## config.mk

```make
export PLATFORM = sky130hd
export DESIGN_NAME = pfr_tap_cell
export DESIGN_NICKNAME = d
export VERILOG_FILES = /design/src/rtl/polyphase_fir_resampler_defines.svh /design/src/rtl/pfr_pkg.sv /design/src/rtl/pfr_tap_cell.sv
export SDC_FILE = /design/constraint.sdc
export NUM_CORES = 1
export LEC_CHECK = 0
export BUFFER_PORTS_ARGS = -buffer_cell sky130_fd_sc_hd__buf_2
export CORE_MARGIN = 1.5
export CORE_UTILIZATION = 41
export CTS_BUF_LIST = sky130_fd_sc_hd__clkbuf_2
export DETAILED_ROUTE_END_ITERATION = 10
export PLACE_DENSITY_LB_ADDON = 0.1
export SETUP_SLACK_MARGIN = 0.02
export SYNTH_ARGS = -nofsm -noshare
export SYNTH_HDL_FRONTEND = slang
export SYNTH_SLANG_ARGS = --single-unit
```

## constraint.sdc

```tcl
create_clock -name clk_i -period 0.8 [get_ports clk_i]
set_input_delay 0 -clock clk_i [delete_from_list [all_inputs] [get_ports clk_i]]
set_output_delay 0 -clock clk_i [all_outputs]
set_load 0.005 [all_outputs]
```

## src/rtl/polyphase_fir_resampler_defines.svh

```systemverilog
// ----------------------------------------------------------------------------
// Polyphase FIR resampler assertion macros
// Shared concurrent assertion helpers, clocked on clk_i, held off in reset.
// ----------------------------------------------------------------------------
`ifndef POLYPHASE_FIR_RESAMPLER_DEFINES_SVH
`define POLYPHASE_FIR_RESAMPLER_DEFINES_SVH

// Check a property on every clock edge outside reset.
`define PFR_ASSERT(label, prop, msg) \
  label: assert property (@(posedge clk_i) disable iff (!rst_ni) (prop)) else $error(msg);

// Check that a trigger implies a consequence on the next edge.
`define PFR_ASSERT_NEXT(label, trig, cons, msg) \
  label: assert property (@(posedge clk_i) disable iff (!rst_ni) (trig) |=> (cons)) \
    else $error(msg);

`endif

```

## src/rtl/pfr_pkg.sv

```systemverilog
// ----------------------------------------------------------------------------
// Polyphase FIR resampler package
// Widths, defaults, register indexes and shared types.
// ----------------------------------------------------------------------------
`default_nettype none

package pfr_pkg;

  localparam int SAMPLE_WIDTH     = 16;
  localparam int COEF_WIDTH       = 18;
  localparam int COEF_FRAC        = COEF_WIDTH - 2;
  localparam int DEF_MAX_PHASES   = 32;
  localparam int DEF_MAX_TAPS     = 32;
  localparam int DECIM_MAX        = 64;

  localparam int INTERP_W         = 6;
  localparam int DECIM_W          = 7;
  localparam int TAPS_W           = 6;
  localparam int CFG_ADDR_W       = 2;
  localparam int CFG_DATA_W       = 7;
  localparam int PHASE_IDX_W      = 5;
  localparam int TAP_IDX_W        = 5;
  localparam int S_TDATA_W        = 48;

  typedef enum logic [CFG_ADDR_W-1:0] {
    REG_INTERP = 2'd0,
    REG_DECIM  = 2'd1,
    REG_TAPS   = 2'd2
  } pfr_reg_e;

  typedef enum logic [0:0] {
    REQ_SAMPLE = 1'b0,
    REQ_COEF   = 1'b1
  } pfr_req_e;

  // Control shared by every tap cell of the delay line.
  typedef struct packed {
    logic shift;   // load from the newer neighbor side (new sample enters)
    logic rotate;  // load from the older neighbor side (ring scan)
  } pfr_cell_ctrl_t;

endpackage

`default_nettype wire

```

## src/rtl/pfr_tap_cell.sv

```systemverilog
// ----------------------------------------------------------------------------
// Delay line tap cell
// Hold one sample; shift toward older taps or rotate toward newer ones.
// ----------------------------------------------------------------------------
`default_nettype none

module pfr_tap_cell #(
  parameter int W = 16
) (
  input  logic                    clk_i,
  input  logic                    rst_ni,
  input  pfr_pkg::pfr_cell_ctrl_t ctrl_i,
  input  logic [W-1:0]            newer_i,
  input  logic [W-1:0]            older_i,
  output logic [W-1:0]            tap_o
);
  import pfr_pkg::*;

  logic [W-1:0] tap_q, tap_d;

  always_comb begin
    tap_d = tap_q;
    if (ctrl_i.shift) begin
      tap_d = newer_i;
    end else if (ctrl_i.rotate) begin
      tap_d = older_i;
    end
  end

  always_ff @(posedge clk_i or negedge rst_ni) begin
    if (!rst_ni) begin
      tap_q <= '0;
    end else begin
      tap_q <= tap_d;
    end
  end

  assign tap_o = tap_q;

endmodule

`default_nettype wire

```

==> metrics.log <==
INFO  metric period_minus_slack = around 830 ps
INFO  metric cts_num_sinks = 16
INFO  metric chipHeight = between 40 and 50 um
INFO  metric worstPathArrival = 830 ps
INFO  metric drc_errors = 0
INFO  metric critPathBufInv = 1
INFO  metric gpl_congestion = ~0.65
INFO  metric routed-via-count = between 700 and 800
INFO  metric synth_sequential_area_ratio = ~54%
INFO  metric finalMaxSlewViolations = 0
INFO  metric worst_slew_margin_rel = between 70% and 80%
INFO  metric cts.reportedPaths.clkPinSlew = approximately 150 ps
INFO  metric n_fill_cell = between 100 and 150
INFO  metric total_leakage_power = about 0.71 nW
INFO  metric floorplan.core_area = between 0.0015 and 0.002 sq mm
INFO  metric htreeDepth = 1
INFO  metric setup.worst_path.start_class = register
INFO  metric post_synth_num_cell_types = 9
INFO  metric largest_reg_flops = 16
INFO  metric post_layout_power = approximately 1.7 mW
INFO  metric drt_wl_total = approximately 1.9 mm
INFO  metric dpl.hpwl = approximately 1.2 mm
INFO  metric floorplan.die.width = about 46 um
INFO  metric rsz0062_at_grt = yes
INFO  metric vdd_drop_max = ~1.2 mV
INFO  metric grt_util_all_layers = 21.8%
INFO  metric clkLatencyLatePin = 280 ps
INFO  metric placed_cells_incl_taps = around 140
INFO  metric number_of_maximum_capacitance_violations = 0
INFO  metric violations = negative hold slack, negative setup slack
INFO  metric clock_tree.root_cell = clkbuf_2
INFO  metric placement.setup.worst_slack = roughly 76 ps
INFO  metric critPathRequiredTime = 800 ps
INFO  metric final.period_utilization = 103%
INFO  metric finalClockSkew = 0 ps
INFO  metric cts_buf_count = 3
INFO  metric drt_iter0_drc = 9
INFO  metric tritoncts = yes
INFO  metric num-nets-final = between 150 and 200
INFO  metric routedLengthMet1 = 763 um
INFO  metric antenna_violations_before_repair = 0
INFO  metric finalSetupTns = -245 ps
INFO  metric finalHoldWorstSlack = -11.3 ps
INFO  metric floorplan.die_area = around 0.0021 sq mm
INFO  metric area_delta_synth_final = 80.3%
INFO  metric crit_type = reg2out
INFO  metric vias_in_the_first_global_route = 740
INFO  metric synth.cell_area = about 740 sq um
INFO  metric yosys_warnings = 0
INFO  metric worst_slack = -27.9 ps
INFO  metric grt_first_pass_wirelength = around 3.1 mm
INFO  metric syn_area_per_cell = 10.8 sq um
INFO  metric power_density = approximately 1300 mW/mm^2
INFO  metric drtAntennaViolNets = 0
INFO  metric routedWlPerCell = about 11 um
INFO  metric via_per_instance_ratio = approximately 4.4
INFO  metric final_cell_count_no_fill = approximately 170
INFO  metric largest_net_degree_at_the_start_of_global_routing = 27
INFO  metric ios = 52
INFO  metric yosys_register_bits = 16
INFO  metric row_count = 15
INFO  metric hold_viol = 3
INFO  metric grt_overflow = 0
INFO  metric setup-violations-final = 16
INFO  metric highest-signal-layer = met4
INFO  metric worstHoldPathType = in2reg
INFO  metric cpPeakStageDelay = 420 ps
INFO  metric slowest_stage = dfrtp_1
INFO  metric outcome = complete, but fails checks
INFO  metric drtPass1Iterations = 4
INFO  metric crit_path_cell_trace = buf_2
INFO  metric crit_path_max_fanout = 2
INFO  metric gate_count_after_technology_mapping = just under 70
INFO  metric category_of_cells_accounting_for_the_largest_share_of_critical_path_delay = flip-flops
INFO  metric wl_met3 = around 66 um
INFO  metric worstMarginPinSlew = roughly 350 ps
INFO  metric wl_met2 = about 1.1 mm
INFO  metric initial_standard_cell_utilization_of_the_core = a little over two fifths
INFO  metric final_layout_size_suffix_gt1_share = 38.3%
INFO  metric placement.io_buffers = 51
INFO  metric worstSetupEndpointType = output port
INFO  metric fmax = 1210 MHz
INFO  metric diodes = 0
INFO  metric syn-num-nets = between 100 and 150
INFO  metric bufs_on_longest_clock_path = 2
[final timing paths]
| check | start | to | slack (ps) | depth (start not counted) |
|---|---|---|---|---|
| min in group asynchronous | rst_ni | tap_o[11] | 130 | 2 |
| worst min register to register | tap_o[9] | tap_o[9] | 560 | 2 |
| worst max-delay path | tap_o[14] | tap_o[14] | -30 | 1 |
| worst min-delay path | ctrl_i[1] | tap_o[6] | -10 | 2 |
| max in group asynchronous | rst_ni | tap_o[4] | 420 | 2 |
| worst max register to register | tap_o[14] | tap_o[14] | 60 | 2 |
[cell usage after synthesis]
cell	count	area share, %
buf_6	1	1.5
dfrtp_1	16	54
nand2_1	16	8.1
buf_12	1	2.7
o21ai_0	6	4.0
o21ai_1	10	6.7
clkbuf_1	2	1.0
buf_2	1	0.67
mux2i_1	16	22
[cells by family (layout without fill, tap and decap cells)]
group,Yosys count,in the layout,share of synthesized area (%)
mux,16,16,21.5
compound gates,16,16,10.8
flops,16,16,53.8
simple gates,16,16,8.07
buf+inv,5,85,5.88
[per-layer routing]
metal / GRT usage, % / up-vias
met3: 2.38 / 2
li1: - / 397
met1: 24.2 / 345
met5: 0 / -
met4: 10.6 / 0
met2: 40.6 / 22
[placed cells by master, fill, tap and decap left out]
master,count
buf_2,51
clkbuf_2,3
o21ai_1,12
o21ai_0,4
dfrtp_1,16
mux2i_1,16
nand2_1,16
buf_12,3
dlygate4sd3_1,28
[through the flow]
stage	area (sq um)	utilization [%]
2_1_floorplan	744	-
3_3_place_gp	1050	61.3
3_5_place_dp	1050	61.3
4_1_cts	1350	79.2
5_1_grt	1340	78.6
6_report	1340	78.6
[where the power goes]
part	switching (mW)	total, mW	internal [mW]
Combinational	0.181	0.477	0.296
Sequential	0.0368	0.920	0.883
Clock	0.249	0.351	0.102
Total	0.467	1.75	1.28
[repair_timing]
action,CTS,global route
pin swaps,0,1
hold endpoints to repair,32,0
endpoints found under the setup margin,16,20
hold buffers,29,0
buffers inserted,0,0
gates resized for setup,0,2
[layout make-up]
cell class              count  area [sq um]  share of cell area, %
clock buffers               3          15.0                   1.12
multi-input cells          48           300                   22.4
flip-flops and latches     16           400                   29.8
well taps                  25          31.3                   2.33
repair buffers             82           596                   44.4
Note: power is estimated with default switching activity, not from simulation.
