File: src/rtl/polyphase_fir_resampler_defines.svh
// ----------------------------------------------------------------------------
// Polyphase FIR resampler assertion macros
// Shared concurrent assertion helpers, clocked on clk_i, held off in reset.
// ----------------------------------------------------------------------------
`ifndef POLYPHASE_FIR_RESAMPLER_DEFINES_SVH
`define POLYPHASE_FIR_RESAMPLER_DEFINES_SVH

// Check a property on every clock edge outside reset.
`define PFR_ASSERT(label, prop, msg) \
  label: assert property (@(posedge clk_i) disable iff (!rst_ni) (prop)) else $error(msg);

// Check that a trigger implies a consequence on the next edge.
`define PFR_ASSERT_NEXT(label, trig, cons, msg) \
  label: assert property (@(posedge clk_i) disable iff (!rst_ni) (trig) |=> (cons)) \
    else $error(msg);

`endif

File: src/rtl/pfr_pkg.sv
// ----------------------------------------------------------------------------
// Polyphase FIR resampler package
// Widths, defaults, register indexes and shared types.
// ----------------------------------------------------------------------------
`default_nettype none

package pfr_pkg;

  localparam int SAMPLE_WIDTH     = 16;
  localparam int COEF_WIDTH       = 18;
  localparam int COEF_FRAC        = COEF_WIDTH - 2;
  localparam int DEF_MAX_PHASES   = 32;
  localparam int DEF_MAX_TAPS     = 32;
  localparam int DECIM_MAX        = 64;

  localparam int INTERP_W         = 6;
  localparam int DECIM_W          = 7;
  localparam int TAPS_W           = 6;
  localparam int CFG_ADDR_W       = 2;
  localparam int CFG_DATA_W       = 7;
  localparam int PHASE_IDX_W      = 5;
  localparam int TAP_IDX_W        = 5;
  localparam int S_TDATA_W        = 48;

  typedef enum logic [CFG_ADDR_W-1:0] {
    REG_INTERP = 2'd0,
    REG_DECIM  = 2'd1,
    REG_TAPS   = 2'd2
  } pfr_reg_e;

  typedef enum logic [0:0] {
    REQ_SAMPLE = 1'b0,
    REQ_COEF   = 1'b1
  } pfr_req_e;

  // Control shared by every tap cell of the delay line.
  typedef struct packed {
    logic shift;   // load from the newer neighbor side (new sample enters)
    logic rotate;  // load from the older neighbor side (ring scan)
  } pfr_cell_ctrl_t;

endpackage

`default_nettype wire

File: src/rtl/pfr_mac.sv
// ----------------------------------------------------------------------------
// Multiply-accumulate unit
// Registered product, exact accumulation, round and saturate to the output.
// ----------------------------------------------------------------------------
`default_nettype none

module pfr_mac #(
  parameter int MAX_TAPS = 32
) (
  input  logic                                 clk_i,
  input  logic                                 rst_ni,
  input  logic                                 clr_i,
  input  logic                                 vld_i,
  input  logic signed [pfr_pkg::COEF_WIDTH-1:0]   coef_i,
  input  logic signed [pfr_pkg::SAMPLE_WIDTH-1:0] sample_i,
  output logic signed [pfr_pkg::SAMPLE_WIDTH-1:0] result_o,
  output logic                                 sat_o
);
  import pfr_pkg::*;

  localparam int PROD_W = SAMPLE_WIDTH + COEF_WIDTH;
  localparam int ACC_W  = PROD_W + ((MAX_TAPS > 1) ? $clog2(MAX_TAPS) : 0) + 1;
  localparam logic signed [ACC_W-1:0] HALF = ACC_W'(1) <<< (COEF_FRAC - 1);
  localparam logic signed [ACC_W-1:0] HI   = (ACC_W'(1) <<< (SAMPLE_WIDTH - 1)) - ACC_W'(1);
  localparam logic signed [ACC_W-1:0] LO   = -HI - ACC_W'(1);

  logic signed [PROD_W-1:0] prod_q;
  logic                     pv_q;
  logic signed [ACC_W-1:0]  acc_q;
  logic signed [ACC_W-1:0]  rnd;

  always_ff @(posedge clk_i or negedge rst_ni) begin
    if (!rst_ni) begin
      pv_q  <= 1'b0;
      acc_q <= '0;
    end else if (clr_i) begin
      pv_q  <= 1'b0;
      acc_q <= '0;
    end else begin
      pv_q <= vld_i;
      if (pv_q) begin
        acc_q <= acc_q + ACC_W'(prod_q);
      end
    end
  end

  always_ff @(posedge clk_i) begin
    prod_q <= coef_i * sample_i;
  end

  // Round half up, floor shift, clamp.
  always_comb begin
    rnd = (acc_q + HALF) >>> COEF_FRAC;
    sat_o = 1'b0;
    result_o = rnd[SAMPLE_WIDTH-1:0];
    if (rnd > HI) begin
      result_o = HI[SAMPLE_WIDTH-1:0];
      sat_o = 1'b1;
    end else if (rnd < LO) begin
      result_o = LO[SAMPLE_WIDTH-1:0];
      sat_o = 1'b1;
    end
  end

endmodule

`default_nettype wire

File: config.mk
export PLATFORM = sky130hd
export DESIGN_NAME = pfr_mac
export DESIGN_NICKNAME = d
export VERILOG_FILES = /design/src/rtl/polyphase_fir_resampler_defines.svh /design/src/rtl/pfr_pkg.sv /design/src/rtl/pfr_mac.sv
export SDC_FILE = /design/constraint.sdc
export NUM_CORES = 1
export LEC_CHECK = 0
export BUFFER_PORTS_ARGS = -buffer_cell sky130_fd_sc_hd__buf_2
export CORE_UTILIZATION = 60
export CTS_CLUSTER_DIAMETER = 200
export DETAILED_ROUTE_END_ITERATION = 10
export GPL_ROUTABILITY_DRIVEN = 0
export GPL_TIMING_DRIVEN = 0
export PLACE_DENSITY = 0.76
export SYNTH_ARGS = -nofsm -noshare
export SYNTH_HDL_FRONTEND = slang
export SYNTH_SLANG_ARGS = --single-unit
File: constraint.sdc
create_clock -name clk_i -period 7 [get_ports clk_i]
set_clock_uncertainty 0.05 [all_clocks]
set_input_delay 0.7 -clock clk_i [delete_from_list [all_inputs] [get_ports clk_i]]
set_output_delay 0.7 -clock clk_i [all_outputs]
set_load 0.05 [all_outputs]
==> flow_summary.toml <==
[critical_path]
crit_arrival_ns = 7.04
crit_fanout = 10
critPathRequiredTime_ns = 7.18
startpoint_type = "input port"
cp_cell_sequence = "buf_2, clkbuf_2, and2_1, fa_1, inv_1, fa_1, fa_1, inv_1, ha_1, fa_1, inv_1, fa_1, inv_1, ha_1, a2111oi_1, o21ai_1, a311oi_2, o211ai_2, a21oi_4, o21ai_2, or3_4, a2111oi_4, nor3_2"
crit_slowest_cell = "fa_1"
crit_path_max_incr_delay_ns = 0.56
crit_type = "in -> reg"
end_kind = "register"
crit_top_cell = "fa_1"

[synthesis]
synth_common_cells = "inv_1, fa_1, nand2_1, and2_1, ha_1"
syn_area_mm2 = 0.0157
synth_area_per_cell_um2 = 8.95
netlist.area_leader.share_pct = 37.1
synth_seq_cells = 75
synthesis.nets = 2210
synth-edff-count = 0
synth_flop_cell = "dfrtp_1"
yosys-top-cells-area = "fa_1, ha_1, inv_1, dfrtp_1, and2_1"
seq_area_frac_synth_pct = 10.9
yosys.cell_types.count = 72
synth_most_common_cell = "inv_1"
yosys.area.top_type = "fa_1"
yosys_warnings = 0
synth_cells = 1755
async_reset_ff_share_pct = 54.7

[detailed_routing]
drtIter0Drc = 819
routed_via_density = 5.57
routedWlPerCell_um = 17.0
vias = 11909
ant_nets = 0
routed_wl_mm = 36.4
first_pass_iters = 5
drc = 0

[timing]
worst_slack_ns = 0.135
rsz0062_at_grt = "false"
fin_crit_sh_pct = 98.1
drv_slew = 0
hold_viol = 0
setup_viol = 0
worst_pin_slew_ns = 0.954
period_minus_slack_ns = 6.86
fmax_mhz = 146
slew_headroom_pct = 36.4

[clock_network]
htreeDepth = 3
cts_buffers = 9
clock_sinks = 75
cts_root_buf = "clkbuf_16"
hold_buffers = 0
cts_buffer_depth = 2
clk_pin_slew_worst_paths_ns = 0.07
clk_latency_ns = 0.35
cts_tree = "yes"

[floorplanning]
core_mm2 = 0.0254
die_h_um = 164
fp.dieArea_mm2 = 0.0268
die-width_um = 164
initial_core_util_pct = 61.9
rows = 58
ios = 55

[place]
port_buffers = 48
dp_hpwl_mm = 31.3
dp_worst_setup_slack_ns = -0.912

[layout]
syn_to_final_growth_pct = 6.22
multi_input_area_mm2 = 0.0124
antennaDiodeCount = 0
final-seq-area_mm2 = 0.00171
utilization_pct = 65.7
final_layout_size_suffix_gt1_share_pct = 6.36
nets = 2259
num-fill-cells = 2127

[worst_hold_path]
holdCritPathClass = "in -> async"

[grt]
antenna_found_initial = 1
overflow = 0
grt_util_all_layers_pct = 29.6
grt_max_degree = 42
grt_pass1_vias = 12454
grt_pass1_wl_mm = 61.6

[outcome]
status = "complete, no violations"

[run]
cap_violations = 0
critical path, delay by kind of cell:
kind	cells	cell delay (ns)
AO/OA/AOI/OAI	7	1.83
adder cells (fa/ha/maj)	7	3.19
buffers and inverters	6	0.62
AND/OR/NAND/NOR	3	0.67
registers in the layout (all words and copies together), names as in the netlist:
signal and flops:
pv_q 1, prod_q 34, acc_q 40
per-stage QoR:
stage,cell area (um^2),setup TNS [ns],hold WS [ns],std cells
after floorplan,15700,0,0.354,1755
after global placement,16400,-2.60,0.455,2133
after detailed placement,16400,-3.16,0.471,2133
after CTS,16700,0,0.486,2141
after global routing,16700,0,0.506,2139
final,16700,0,0.451,2139
kinds of logic after synthesis:
logic type / after synthesis / synth area share (%)
XOR/XNOR: 74 / 4.13
multiplexers: 24 / 1.55
adder cells (fa/ha/maj): 417 / 47.1
AO/OA/AOI/OAI: 242 / 10.3
flip-flops: 75 / 10.9
buffers and inverters: 416 / 9.95
AND/OR/NAND/NOR: 507 / 16.1
final cells by class:
class                           instances  share of cell area (%)
Multi-Input combinational cell       1264                    74.6
Sequential cell                        75                    10.2
Clock buffer                            9                    1.35
Tap cell                              330                    2.47
Buffer                                 45                    1.35
Inverter                              359                    8.10
Clock inverter                          7                   0.382
Timing Repair Buffer                   50                    1.53
cell usage in the layout, fill, tap and decap left out, types with 11 or more instances in the layout:
cell | netlist | final
a21oi_1 | 66 | 66
nor2b_1 | 11 | 11
inv_1 | 359 | 358
nor2_1 | 73 | 73
nand2b_1 | 11 | 11
clkbuf_1 | 51 | 16
nor3_1 | 13 | 13
xnor2_1 | 56 | 56
ha_1 | 126 | 125
nand3_1 | 28 | 28
and2_1 | 145 | 145
dfxtp_1 | 34 | 34
o21bai_1 | 11 | 11
o21ai_0 | 29 | 29
buf_2 | 1 | 52
a21o_1 | 40 | 40
dfrtp_1 | 41 | 41
clkbuf_2 | 0 | 15
o21a_1 | 13 | 13
mux2i_1 | 22 | 22
xor2_1 | 18 | 18
nand2_1 | 180 | 180
o21ai_1 | 24 | 24
and3_1 | 12 | 12
fa_1 | 291 | 290
routing by layer:
layer  global-route usage [%]  wire, um
met3                     4.72      2910
met1                     39.8     15700
met5                        0        15
met2                     48.2     16700
met4                     11.6      1060
path summary, 6_finish.rpt:
kind / from / end / slack [ns] / cells after the start
setup reg to reg: acc_q[6] / acc_q[39] / 3.60 / 11
min in group clk_i: acc_q[8] / acc_q[8] / 0.48 / 2
hold reg to reg: acc_q[8] / acc_q[8] / 0.48 / 2
setup / recovery: coef_i[4] / prod_q[33] / 0.14 / 23
hold / removal: rst_ni / acc_q[11] / 0.45 / 1
max in group asynchronous: rst_ni / acc_q[32] / 5.85 / 1
what timing repair did:
item                       4_1_cts  5_1_grt
setup endpoints to repair        4        4
resized for setup               21       32
setup buffers                    0        2
pin swaps                        0        1
Power is not shown: default switching activity piles up to over one toggle a cycle in this logic, so the estimate is an artifact.
